## config.mk

```make
export PLATFORM = sky130hd
export DESIGN_NAME = savgol_mirror_fir_core
export DESIGN_NICKNAME = d
export VERILOG_FILES = /design/src/sv/sgmf_pkg.sv /design/src/sv/sgmf_apb.sv /design/src/sv/sgmf_store.sv /design/src/sv/sgmf_mac.sv /design/src/sv/savgol_mirror_fir_core.sv
export SDC_FILE = /design/constraint.sdc
export NUM_CORES = 2
export LEC_CHECK = 0
export ABC_CLOCK_PERIOD_IN_PS = 18000
export BUFFER_PORTS_ARGS = -buffer_cell sky130_fd_sc_hd__buf_4
export CORE_UTILIZATION = 60
export CTS_BUF_LIST = sky130_fd_sc_hd__clkbuf_2 sky130_fd_sc_hd__clkbuf_4 sky130_fd_sc_hd__clkbuf_8
export DETAILED_ROUTE_END_ITERATION = 8
export PLACE_DENSITY_LB_ADDON = 0.08
export SLEW_MARGIN = 30
export SYNTH_ARGS = -nofsm -noshare
export SYNTH_HDL_FRONTEND = slang
export SYNTH_HIERARCHICAL = 1
export SYNTH_SLANG_ARGS = --single-unit
```

## constraint.sdc

```tcl
create_clock -name i_clk -period 18 [get_ports i_clk]
set_input_delay 0 -clock i_clk [delete_from_list [all_inputs] [get_ports i_clk]]
set_output_delay 0 -clock i_clk [all_outputs]
set_load 0.05 [all_outputs]
```

## src/sv/sgmf_pkg.sv

```systemverilog
// Shared constants and types for the mirrored Savitzky-Golay FIR core.
package sgmf_pkg;

    localparam int MAX_TAPS        = 31;
    localparam int SAMPLE_BITS     = 16;
    localparam int COEFF_BITS      = 24;
    localparam int COEFF_FRAC_BITS = 16;
    localparam int OUT_BITS        = 32;
    localparam int TAP_W           = $clog2(MAX_TAPS);
    localparam int SEEN_W          = 6;
    localparam int SEEN_MAX        = (1 << SEEN_W) - 1;
    localparam int PROD_W          = SAMPLE_BITS + COEFF_BITS;
    localparam int ACC_W           = PROD_W + 12;
    localparam int Q_W             = ACC_W - COEFF_FRAC_BITS;
    localparam int APB_AW          = 3;

    localparam logic [0:0] OP_COEFF  = 1'b0;
    localparam logic [0:0] OP_SAMPLE = 1'b1;

    localparam logic [0:0] REG_WINDOW = 1'b0;
    localparam logic [0:0] REG_ENABLE = 1'b1;

    typedef struct packed {
        logic [4:0] window_size;
        logic       filter_enable;
    } t_cfg;

    typedef struct packed {
        logic vld;
        logic first;
    } t_issue;

    typedef struct packed {
        logic [TAP_W-1:0] k;
        logic [TAP_W-1:0] off;
        logic             ok;
    } t_rd;

endpackage

```

## src/sv/sgmf_apb.sv

```systemverilog
// APB register file: window size and filter enable.
module sgmf_apb (
    input  logic                       i_clk,
    input  logic                       i_rst_n,
    input  logic                       psel,
    input  logic                       penable,
    input  logic                       pwrite,
    input  logic [sgmf_pkg::APB_AW-1:0] paddr,
    input  logic [31:0]                pwdata,
    output logic [31:0]                prdata,
    output logic                       pready,
    output sgmf_pkg::t_cfg             o_cfg
);
    import sgmf_pkg::*;

    logic [4:0] r_window;
    logic       r_enable;
    logic       c_wr;

    assign pready = 1'b1;
    assign c_wr   = psel && penable && pwrite;

    always_ff @(posedge i_clk) begin
        if (!i_rst_n) begin
            r_window <= 5'd3;
            r_enable <= 1'b0;
        end else if (c_wr) begin
            unique case (paddr[2])
                REG_WINDOW: r_window <= pwdata[4:0];
                REG_ENABLE: r_enable <= pwdata[0];
                default: ;
            endcase
        end
    end

    always_comb begin
        unique case (paddr[2])
            REG_WINDOW: prdata = {27'd0, r_window};
            REG_ENABLE: prdata = {31'd0, r_enable};
            default:    prdata = 32'd0;
        endcase
    end

    assign o_cfg.window_size   = r_window;
    assign o_cfg.filter_enable = r_enable;

endmodule

```

## src/sv/sgmf_store.sv

```systemverilog
// Coefficient registers and sample history shift line with registered tap read.
module sgmf_store (
    input  logic                                 i_clk,
    input  logic                                 i_rst_n,
    input  logic                                 i_coef_we,
    input  logic [sgmf_pkg::TAP_W-1:0]           i_coef_idx,
    input  logic signed [sgmf_pkg::COEFF_BITS-1:0]  i_coef_val,
    input  logic                                 i_shift,
    input  logic signed [sgmf_pkg::SAMPLE_BITS-1:0] i_samp,
    input  sgmf_pkg::t_rd                        i_rd,
    output logic signed [sgmf_pkg::COEFF_BITS-1:0]  o_coef,
    output logic signed [sgmf_pkg::SAMPLE_BITS-1:0] o_samp
);
    import sgmf_pkg::*;

    logic signed [COEFF_BITS-1:0]  r_coef [MAX_TAPS];
    logic signed [SAMPLE_BITS-1:0] r_hist [MAX_TAPS];
    logic signed [COEFF_BITS-1:0]  r_coef_q;
    logic signed [SAMPLE_BITS-1:0] r_samp_q;

    always_ff @(posedge i_clk) begin
        if (!i_rst_n) begin
            for (int i = 0; i < MAX_TAPS; i++) begin
                r_coef[i] <= '0;
            end
        end else if (i_coef_we) begin
            r_coef[i_coef_idx] <= i_coef_val;
        end
    end

    always_ff @(posedge i_clk) begin
        if (!i_rst_n) begin
            for (int i = 0; i < MAX_TAPS; i++) begin
                r_hist[i] <= '0;
            end
        end else if (i_shift) begin
            r_hist[0] <= i_samp;
            for (int i = 1; i < MAX_TAPS; i++) begin
                r_hist[i] <= r_hist[i-1];
            end
        end
    end

    always_ff @(posedge i_clk) begin
        r_coef_q <= r_coef[i_rd.k];
        r_samp_q <= i_rd.ok ? r_hist[i_rd.off] : '0;
    end

    assign o_coef = r_coef_q;
    assign o_samp = r_samp_q;

endmodule

```

## src/sv/sgmf_mac.sv

```systemverilog
// Shared multiply-accumulate unit with round, shift and saturate.
module sgmf_mac (
    input  logic                                    i_clk,
    input  logic                                    i_rst_n,
    input  sgmf_pkg::t_issue                        i_issue,
    input  logic signed [sgmf_pkg::COEFF_BITS-1:0]  i_coef,
    input  logic signed [sgmf_pkg::SAMPLE_BITS-1:0] i_samp,
    output logic                                    o_busy,
    output logic signed [sgmf_pkg::OUT_BITS-1:0]    o_filtered,
    output logic                                    o_saturated
);
    import sgmf_pkg::*;

    t_issue                   r_iss1;
    t_issue                   r_iss2;
    logic signed [PROD_W-1:0] r_prod;
    logic signed [ACC_W-1:0]  r_acc;
    logic signed [ACC_W-1:0]  c_rnd;
    logic signed [Q_W-1:0]    c_q;
    logic                     c_hi;
    logic                     c_lo;

    always_ff @(posedge i_clk) begin
        if (!i_rst_n) begin
            r_iss1 <= '0;
            r_iss2 <= '0;
        end else begin
            r_iss1 <= i_issue;
            r_iss2 <= r_iss1;
        end
    end

    always_ff @(posedge i_clk) begin
        if (r_iss1.vld) begin
            r_prod <= i_coef * i_samp;
        end
        if (r_iss2.vld) begin
            r_acc <= (r_iss2.first ? '0 : r_acc) + ACC_W'(r_prod);
        end
    end

    assign o_busy = r_iss1.vld || r_iss2.vld;

    always_comb begin
        c_rnd = r_acc + (ACC_W'(1) <<< (COEFF_FRAC_BITS - 1));
        c_q   = c_rnd[ACC_W-1:COEFF_FRAC_BITS];
        c_hi  = !c_q[Q_W-1] && (c_q[Q_W-2:OUT_BITS-1] != '0);
        c_lo  = c_q[Q_W-1] && (c_q[Q_W-2:OUT_BITS-1] != '1);
        o_saturated = c_hi || c_lo;
        if (c_hi) begin
            o_filtered = {1'b0, {(OUT_BITS-1){1'b1}}};
        end else if (c_lo) begin
            o_filtered = {1'b1, {(OUT_BITS-1){1'b0}}};
        end else begin
            o_filtered = c_q[OUT_BITS-1:0];
        end
    end

endmodule

```

## src/sv/savgol_mirror_fir_core.sv

```systemverilog
// Top level: mirrored Savitzky-Golay FIR, sequencer around one shared MAC.
//
// Input channel (i_in_valid / o_in_stall): operation 0 loads a coefficient
// into tap coeff_index, operation 1 presents a sample. APB registers set the
// window size (0, byte 0) and filter enable (1, byte 4); write them while idle.
// Output channel (o_out_valid / i_out_stall) carries filtered, saturated and
// last_out from an output register.
// One item is taken at a time; o_in_stall is high while it is worked on.
// A coefficient is written when it is accepted; a pass-through sample goes
// through S_PASS to the output register. Each filtered output walks the
// window through the single multiplier, one tap per cycle, w the taps in
// use (3..31). A sample gives 0 or 1 outputs; a sample marked last gives
// up to h + 1 (h = w / 2). Outputs lag the input by h samples.
// While the receiver stalls, the finished result waits in the output
// register and the sequencer holds until it is taken.
// Reset (synchronous, active low) clears coefficients, history and the
// sample count, and sets window 3 with filtering disabled.
module savgol_mirror_fir_core (
    input  logic                                    i_clk,
    input  logic                                    i_rst_n,
    input  logic                                    i_in_valid,
    output logic                                    o_in_stall,
    input  logic                                    i_operation,
    input  logic [sgmf_pkg::TAP_W-1:0]              i_coeff_index,
    input  logic signed [sgmf_pkg::COEFF_BITS-1:0]  i_coeff_value,
    input  logic signed [sgmf_pkg::SAMPLE_BITS-1:0] i_sample,
    input  logic                                    i_last,
    output logic                                    o_out_valid,
    input  logic                                    i_out_stall,
    output logic signed [sgmf_pkg::OUT_BITS-1:0]    o_filtered,
    output logic                                    o_saturated,
    output logic                                    o_last_out,
    input  logic                                    psel,
    input  logic                                    penable,
    input  logic                                    pwrite,
    input  logic [sgmf_pkg::APB_AW-1:0]             paddr,
    input  logic [31:0]                             pwdata,
    output logic [31:0]                             prdata,
    output logic                                    pready
);
    import sgmf_pkg::*;

    localparam logic [2:0] S_IDLE = 3'd0;
    localparam logic [2:0] S_PASS = 3'd1;
    localparam logic [2:0] S_MAC  = 3'd2;
    localparam logic [2:0] S_WAIT = 3'd3;
    localparam logic [2:0] S_EMIT = 3'd4;

    t_cfg   c_cfg;
    t_issue c_issue;
    t_rd    c_rd;

    logic [2:0]        r_state, n_state;
    logic [SEEN_W-1:0] r_seen, n_seen;
    logic [SEEN_W-1:0] r_j, n_j;
    logic [SEEN_W-1:0] r_pos, n_pos;
    logic [SEEN_W-1:0] r_end, n_end;
    logic [TAP_W-1:0]  r_k, n_k;
    logic              r_last, n_last;
    logic signed [SAMPLE_BITS-1:0] r_samp, n_samp;

    logic                       r_out_vld, n_out_vld;
    logic signed [OUT_BITS-1:0] r_filtered, n_filtered;
    logic                       r_sat, n_sat;
    logic                       r_last_out, n_last_out;

    logic [TAP_W-1:0]  c_taps;
    logic [TAP_W-2:0]  c_h;
    logic              c_acc;
    logic              c_out_free;
    logic              c_coef_we;
    logic              c_shift;
    logic [SEEN_W-1:0] c_seen_inc;
    logic [SEEN_W-1:0] c_j_new;
    logic              c_mac_busy;
    logic signed [OUT_BITS-1:0] c_mac_val;
    logic              c_mac_sat;
    logic signed [COEFF_BITS-1:0]  c_coef_q;
    logic signed [SAMPLE_BITS-1:0] c_samp_q;

    logic signed [8:0] c_jj, c_i0, c_i1, c_i2, c_i3, c_off;

    sgmf_apb u_apb (
        .i_clk   (i_clk),
        .i_rst_n (i_rst_n),
        .psel    (psel),
        .penable (penable),
        .pwrite  (pwrite),
        .paddr   (paddr),
        .pwdata  (pwdata),
        .prdata  (prdata),
        .pready  (pready),
        .o_cfg   (c_cfg)
    );

    sgmf_store u_store (
        .i_clk      (i_clk),
        .i_rst_n    (i_rst_n),
        .i_coef_we  (c_coef_we),
        .i_coef_idx (i_coeff_index),
        .i_coef_val (i_coeff_value),
        .i_shift    (c_shift),
        .i_samp     (i_sample),
        .i_rd       (c_rd),
        .o_coef     (c_coef_q),
        .o_samp     (c_samp_q)
    );

    sgmf_mac u_mac (
        .i_clk       (i_clk),
        .i_rst_n     (i_rst_n),
        .i_issue     (c_issue),
        .i_coef      (c_coef_q),
        .i_samp      (c_samp_q),
        .o_busy      (c_mac_busy),
        .o_filtered  (c_mac_val),
        .o_saturated (c_mac_sat)
    );

    assign c_taps     = (c_cfg.window_size < 5'd3) ? 5'd3 : (c_cfg.window_size | 5'd1);
    assign c_h        = c_taps[TAP_W-1:1];
    assign o_in_stall = (r_state != S_IDLE);
    assign c_acc      = i_in_valid && !o_in_stall;
    assign c_out_free = !r_out_vld || !i_out_stall;
    assign c_coef_we  = c_acc && (i_operation == OP_COEFF)
                        && (i_coeff_index < TAP_W'(MAX_TAPS));
    assign c_shift    = c_acc && (i_operation == OP_SAMPLE) && c_cfg.filter_enable;
    assign c_seen_inc = (r_seen == SEEN_W'(SEEN_MAX)) ? r_seen : r_seen + 1'b1;
    assign c_j_new    = c_seen_inc - 1'b1;

    // Mirrored and clamped history offset for tap r_k of position r_pos.
    always_comb begin
        c_jj = $signed({3'b000, r_j});
        c_i0 = $signed({3'b000, r_pos}) - $signed({5'b00000, c_h})
               + $signed({4'b0000, r_k});
        c_i1 = (c_i0 < 0) ? -c_i0 : c_i0;
        c_i2 = (r_last && c_i1 > c_jj) ? (c_jj <<< 1) - c_i1 : c_i1;
        if (c_i2 < 0) begin
            c_i3 = '0;
        end else if (c_i2 > c_jj) begin
            c_i3 = c_jj;
        end else begin
            c_i3 = c_i2;
        end
        c_off    = c_jj - c_i3;
        c_rd.k   = r_k;
        c_rd.off = c_off[TAP_W-1:0];
        c_rd.ok  = (c_off < 9'sd31);
    end

    assign c_issue.vld   = (r_state == S_MAC);
    assign c_issue.first = (r_k == '0);

    always_comb begin
        n_state    = r_state;
        n_seen     = r_seen;
        n_j        = r_j;
        n_pos      = r_pos;
        n_end      = r_end;
        n_k        = r_k;
        n_last     = r_last;
        n_samp     = r_samp;
        n_out_vld  = r_out_vld && i_out_stall;
        n_filtered = r_filtered;
        n_sat      = r_sat;
        n_last_out = r_last_out;
        unique case (r_state)
            S_IDLE: begin
                if (c_acc && i_operation == OP_SAMPLE) begin
                    n_samp = i_sample;
                    n_last = i_last;
                    if (!c_cfg.filter_enable) begin
                        n_state = S_PASS;
                    end else begin
                        n_j = c_j_new;
                        n_k = '0;
                        if (i_last) begin
                            n_seen  = '0;
                            n_pos   = (c_j_new >= SEEN_W'(c_h)) ? c_j_new - SEEN_W'(c_h) : '0;
                            n_end   = c_j_new;
                            n_state = S_MAC;
                        end else begin
                            n_seen = c_seen_inc;
                            n_pos  = c_j_new - SEEN_W'(c_h);
                            n_end  = c_j_new - SEEN_W'(c_h);
                            if (c_j_new >= SEEN_W'(c_h)) begin
                                n_state = S_MAC;
                            end
                        end
                    end
                end
            end
            S_PASS: begin
                if (c_out_free) begin
                    n_out_vld  = 1'b1;
                    n_filtered = OUT_BITS'(r_samp);
                    n_sat      = 1'b0;
                    n_last_out = r_last;
                    n_state    = S_IDLE;
                end
            end
            S_MAC: begin
                n_k = r_k + 1'b1;
                if (r_k == c_taps - 1'b1) begin
                    n_state = S_WAIT;
                end
            end
            S_WAIT: begin
                if (!c_mac_busy) begin
                    n_state = S_EMIT;
                end
            end
            S_EMIT: begin
                if (c_out_free) begin
                    n_out_vld  = 1'b1;
                    n_filtered = c_mac_val;
                    n_sat      = c_mac_sat;
                    n_last_out = r_last && (r_pos == r_j);
                    n_k        = '0;
                    if (r_pos == r_end) begin
                        n_state = S_IDLE;
                    end else begin
                        n_pos   = r_pos + 1'b1;
                        n_state = S_MAC;
                    end
                end
            end
            default: n_state = S_IDLE;
        endcase
    end

    always_ff @(posedge i_clk) begin
        if (!i_rst_n) begin
            r_state   <= S_IDLE;
            r_seen    <= '0;
            r_out_vld <= 1'b0;
        end else begin
            r_state   <= n_state;
            r_seen    <= n_seen;
            r_out_vld <= n_out_vld;
        end
    end

    always_ff @(posedge i_clk) begin
        r_j        <= n_j;
        r_pos      <= n_pos;
        r_end      <= n_end;
        r_k        <= n_k;
        r_last     <= n_last;
        r_samp     <= n_samp;
        r_filtered <= n_filtered;
        r_sat      <= n_sat;
        r_last_out <= n_last_out;
    end

    assign o_out_valid = r_out_vld;
    assign o_filtered  = r_filtered;
    assign o_saturated = r_sat;
    assign o_last_out  = r_last_out;

endmodule

```

==> impl_metrics.csv <==
group,metric,value,unit
synthesis,ys.flop_type,"edfxtp_1",
floorplanning,coreArea,0.140,mm²
job,maxCapViolations,0,
sta,finalCriticalPeriod,10.38,ns
synthesis,syn_area,0.0848,mm²
critical_path,slowest_stage,"nor2b_1",
grt,grt_pass1_wl,307000,µm
drt,drtIter0Drc,4494,
sta,rsz0062_at_grt,"no",
clock_tree,cts_tree,"yes",
floorplanning,ios,158,
drt,finalWirelength,200000,µm
critical_path,cp-end-kind,"flop",
layout,fill_cells,10200,
drt,antenna_left,0,
power_and_ir_drop,combPwrFrac,54.8,%
drt,vias,50900,
floorplanning,die_w,378,µm
power_and_ir_drop,p_seq_share,27.0,%
synthesis,synth-seq-cells,1490,
sta,hold_viol_final,0,
sta,setup_viol,0,
critical_path,startpoint_type,"flop",
synthesis,synth_cells,6423,
layout,layoutNonFillerInstCount,8593,
worst_hold_path,hold_path.class,"in2reg",
floorplanning,initial_core_util,60.6,%
layout,drive_gt1_share,16.2,%
drt,via_per_inst,5.92,
synthesis,synth_cell_type_count,94,
synthesis,seq_area_frac_synth,52.1,%
drt,wire_per_inst,23.3,µm
critical_path,crit_required,18.90,ns
power_and_ir_drop,max-vdd-ir-drop,0.448,mV
floorplanning,rows,137,
sta,finalSetupTns,0,ns
clock_tree,postCtsResizedCells,0,
synthesis,synth_edf_count,1430,
synthesis,synth_area_leaders,"edfxtp_1, mux4_2, fa_1, and2_1, ha_1",
sta,fmax,0.0964,GHz
drt,drcViolationCount,0,
grt,grt_usage,28.5,%
sta,finClkSkew,0.0596,ns
place,dp_hpwl,127000,µm
power_and_ir_drop,clock_power_share,18.2,%
layout,syn2layout_area_growth,10.1,%
status,status,"completed",
synthesis,synth.top_cell.area_share,50.6,%
grt,antenna_found_initial,3,
synthesis,yosysTopAreaCell,"edfxtp_1",
sta,drv_slew,0,
clock_tree,htreeDepth,4,
power_and_ir_drop,intPower,9.64,mW
sta,slew_headroom,30.2,%
clock_tree,clockBufferDepth,3,
grt,grt_pass1_vias,51600,
clock_tree,post-cts-setup-buffers,0,
sta,finalCritPeriodShare,57.6,%
place,io_buffers,100,
place,dp.cells,8017,
sta,worstMarginPinSlew,1.05,ns
synthesis,async_flop_share,0,%
synthesis,avgSynthCellArea,13.2,µm²
clock_tree,cts-root-buf,"clkbuf_8",
critical_path,cp.arrival,11.27,ns
clock_tree,hold_buffers,111,
power_and_ir_drop,power.leakage,37.5,nW
power_and_ir_drop,p_sw,6.99,mW
place,routabilityCongestion,0.897,
grt,overflow,0,
synthesis,ys_warn_count,6,
clock_tree,cts_inserted_buffers,239,
clock_tree,path_clk_slew,0.06,ns
drt,dr.pass1.iters,7,
floorplanning,fp.dieH,378,µm
clock_tree,clock_latency,0.95,ns
floorplanning,die_area,0.143,mm²
critical_path,max_stage_delay,0.80,ns
critical_path,crit_fanout,46,
layout,fin_nets,7158,
critical_path,worstSetupPathType,"reg2reg",
critical_path,crit_top_cell,"ha_1",
power_and_ir_drop,p_total,16.6,mW
grt,grt_max_degree,153,
clock_tree,cts.sinks,1490,
power_and_ir_drop,p_sw_share,42.0,%
power_and_ir_drop,power_density,178,mW/mm²
-- state kept, by name, summed over array words and instances, names as in the netlist, 3 cells and up --
register        cells
u_store/o_coef     24
r_pos               6
r_seen              6
r_samp             16
u_mac/r_prod       40
u_mac/r_acc        52
r_end               6
r_k                 5
r_state             3
u_apb/r_window      5
u_store/o_samp     16
r_j                 6
o_filtered         32
u_store/r_coef    768
u_store/r_hist    496
-- cell usage after synthesis, drive strengths merged, types with 35 or more instances --
| cell | instances |
|---|---|
| mux2 | 35 |
| nor2 | 147 |
| nand3 | 35 |
| and3 | 316 |
| a21o | 77 |
| nor2b | 84 |
| nand2 | 364 |
| a21oi | 117 |
| buf | 101 |
| nand2b | 38 |
| ha | 193 |
| mux2i | 45 |
| mux4 | 343 |
| edfxtp | 1430 |
| clkbuf | 366 |
| dfxtp | 60 |
| fa | 380 |
| inv | 495 |
| o21ai | 141 |
| and2 | 1124 |
| xnor2 | 109 |
| xor2 | 59 |
-- metal layers --
layer	wire length [µm]	vias to the layer above	track usage [%]	share of wire, %
li1	-	22900	-	-
met1	84200	26000	39.4	42
met2	96500	1656	45.5	48
met3	11800	330	4.29	5.9
met4	7700	0	11.8	3.8
met5	0	-	0	0
-- worst max-delay path, delay by kind of cell, from the launching register on --
family	cells	cell delay [ns]
simple gates	6	1.75
xor+xnor	1	0.14
fa+ha+maj	6	2.11
compound gates	17	3.94
flops	1	0.50
mux	2	0.75
buf+inv	4	1.09
-- area by class of cell --
| class | count | area (µm²) | area share, % |
|---|---|---|---|
| Timing Repair Buffer | 273 | 2480 | 2.65 |
| Clock inverter | 130 | 981 | 1.05 |
| Tap cell | 1876 | 2350 | 2.51 |
| Clock buffer | 326 | 4010 | 4.30 |
| Antenna cell | 6 | 15.0 | 0.0161 |
| Inverter | 495 | 1870 | 2.00 |
| Multi-Input combinational cell | 3997 | 37500 | 40.2 |
| Sequential cell | 1490 | 44200 | 47.3 |
-- stage by stage --
step / instance area, µm² / worst slack, ns / hold WS (ns) / utilization, %
5_1_grt: 93400 / 6.93 / 0.0441 / 66.8
3_5_place_dp: 87000 / 7.64 / 0.200 / 62.2
3_3_place_gp: 87000 / 7.62 / 0.200 / 62.2
2_1_floorplan: 84900 / 2.81 / 0.0989 / -
6_report: 93400 / 7.62 / 0.105 / 66.8
4_1_cts: 93200 / 7.57 / 0.00309 / 66.6
-- power groups by stage --
stage	clock, mW	combinational, mW	sequential, mW
5_1_grt	3.23	10.2	4.51
3_3_place_gp	0	9.04	4.56
3_5_place_dp	0	9.18	4.57
2_1_floorplan	0	6.63	4.54
4_1_cts	3.09	9.24	4.50
6_report	3.02	9.11	4.50
-- logic make-up (layout without fill, tap and decap cells) --
group	Yosys count	count (layout)	share of synthesized area, %
AND/OR/NAND/NOR	2211	2211	14.8
buffers and inverters	962	1224	4.56
flip-flops	1490	1490	52.1
other	2	34	0.00886
XOR/XNOR	168	168	1.74
multiplexers	423	423	10.1
adder cells (fa/ha/maj)	573	573	11.8
AO/OA/AOI/OAI	594	594	4.85
-- path summary, 6_finish.rpt --
kind / endpoint / slack, ns / depth (start not counted) / start
max: u_store/o_samp[4] / 7.62 / 36 / u_apb/r_window[2]
min: u_store/r_coef[31][2] / 0.10 / 2 / i_coeff_value[2]
max reg2reg: u_store/o_samp[4] / 7.62 / 36 / u_apb/r_window[2]
min reg2reg: u_mac/r_iss2[0] / 0.44 / 1 / u_mac/r_iss1[0]
-- cells in the final DEF, fill, tap and decap left out, types with 34 or more instances in the layout --
| master | instances |
|---|---|
| mux2i_1 | 45 |
| and2_1 | 1123 |
| ha_1 | 193 |
| mux4_2 | 343 |
| a21oi_1 | 117 |
| xor2_1 | 56 |
| xnor2_1 | 108 |
| inv_1 | 493 |
| o21ai_0 | 65 |
| clkbuf_4 | 76 |
| buf_4 | 145 |
| nand3_1 | 34 |
| nor2b_1 | 83 |
| clkinv_1 | 58 |
| fa_1 | 379 |
| edfxtp_1 | 1430 |
| nand2_1 | 364 |
| nor2_1 | 114 |
| dlygate4sd3_1 | 111 |
| a21o_1 | 76 |
| dfxtp_1 | 53 |
| nand2b_1 | 37 |
| clkbuf_8 | 250 |
| and3_1 | 315 |
| clkinv_2 | 42 |
No activity file was read; power rests on OpenSTA's default activity.
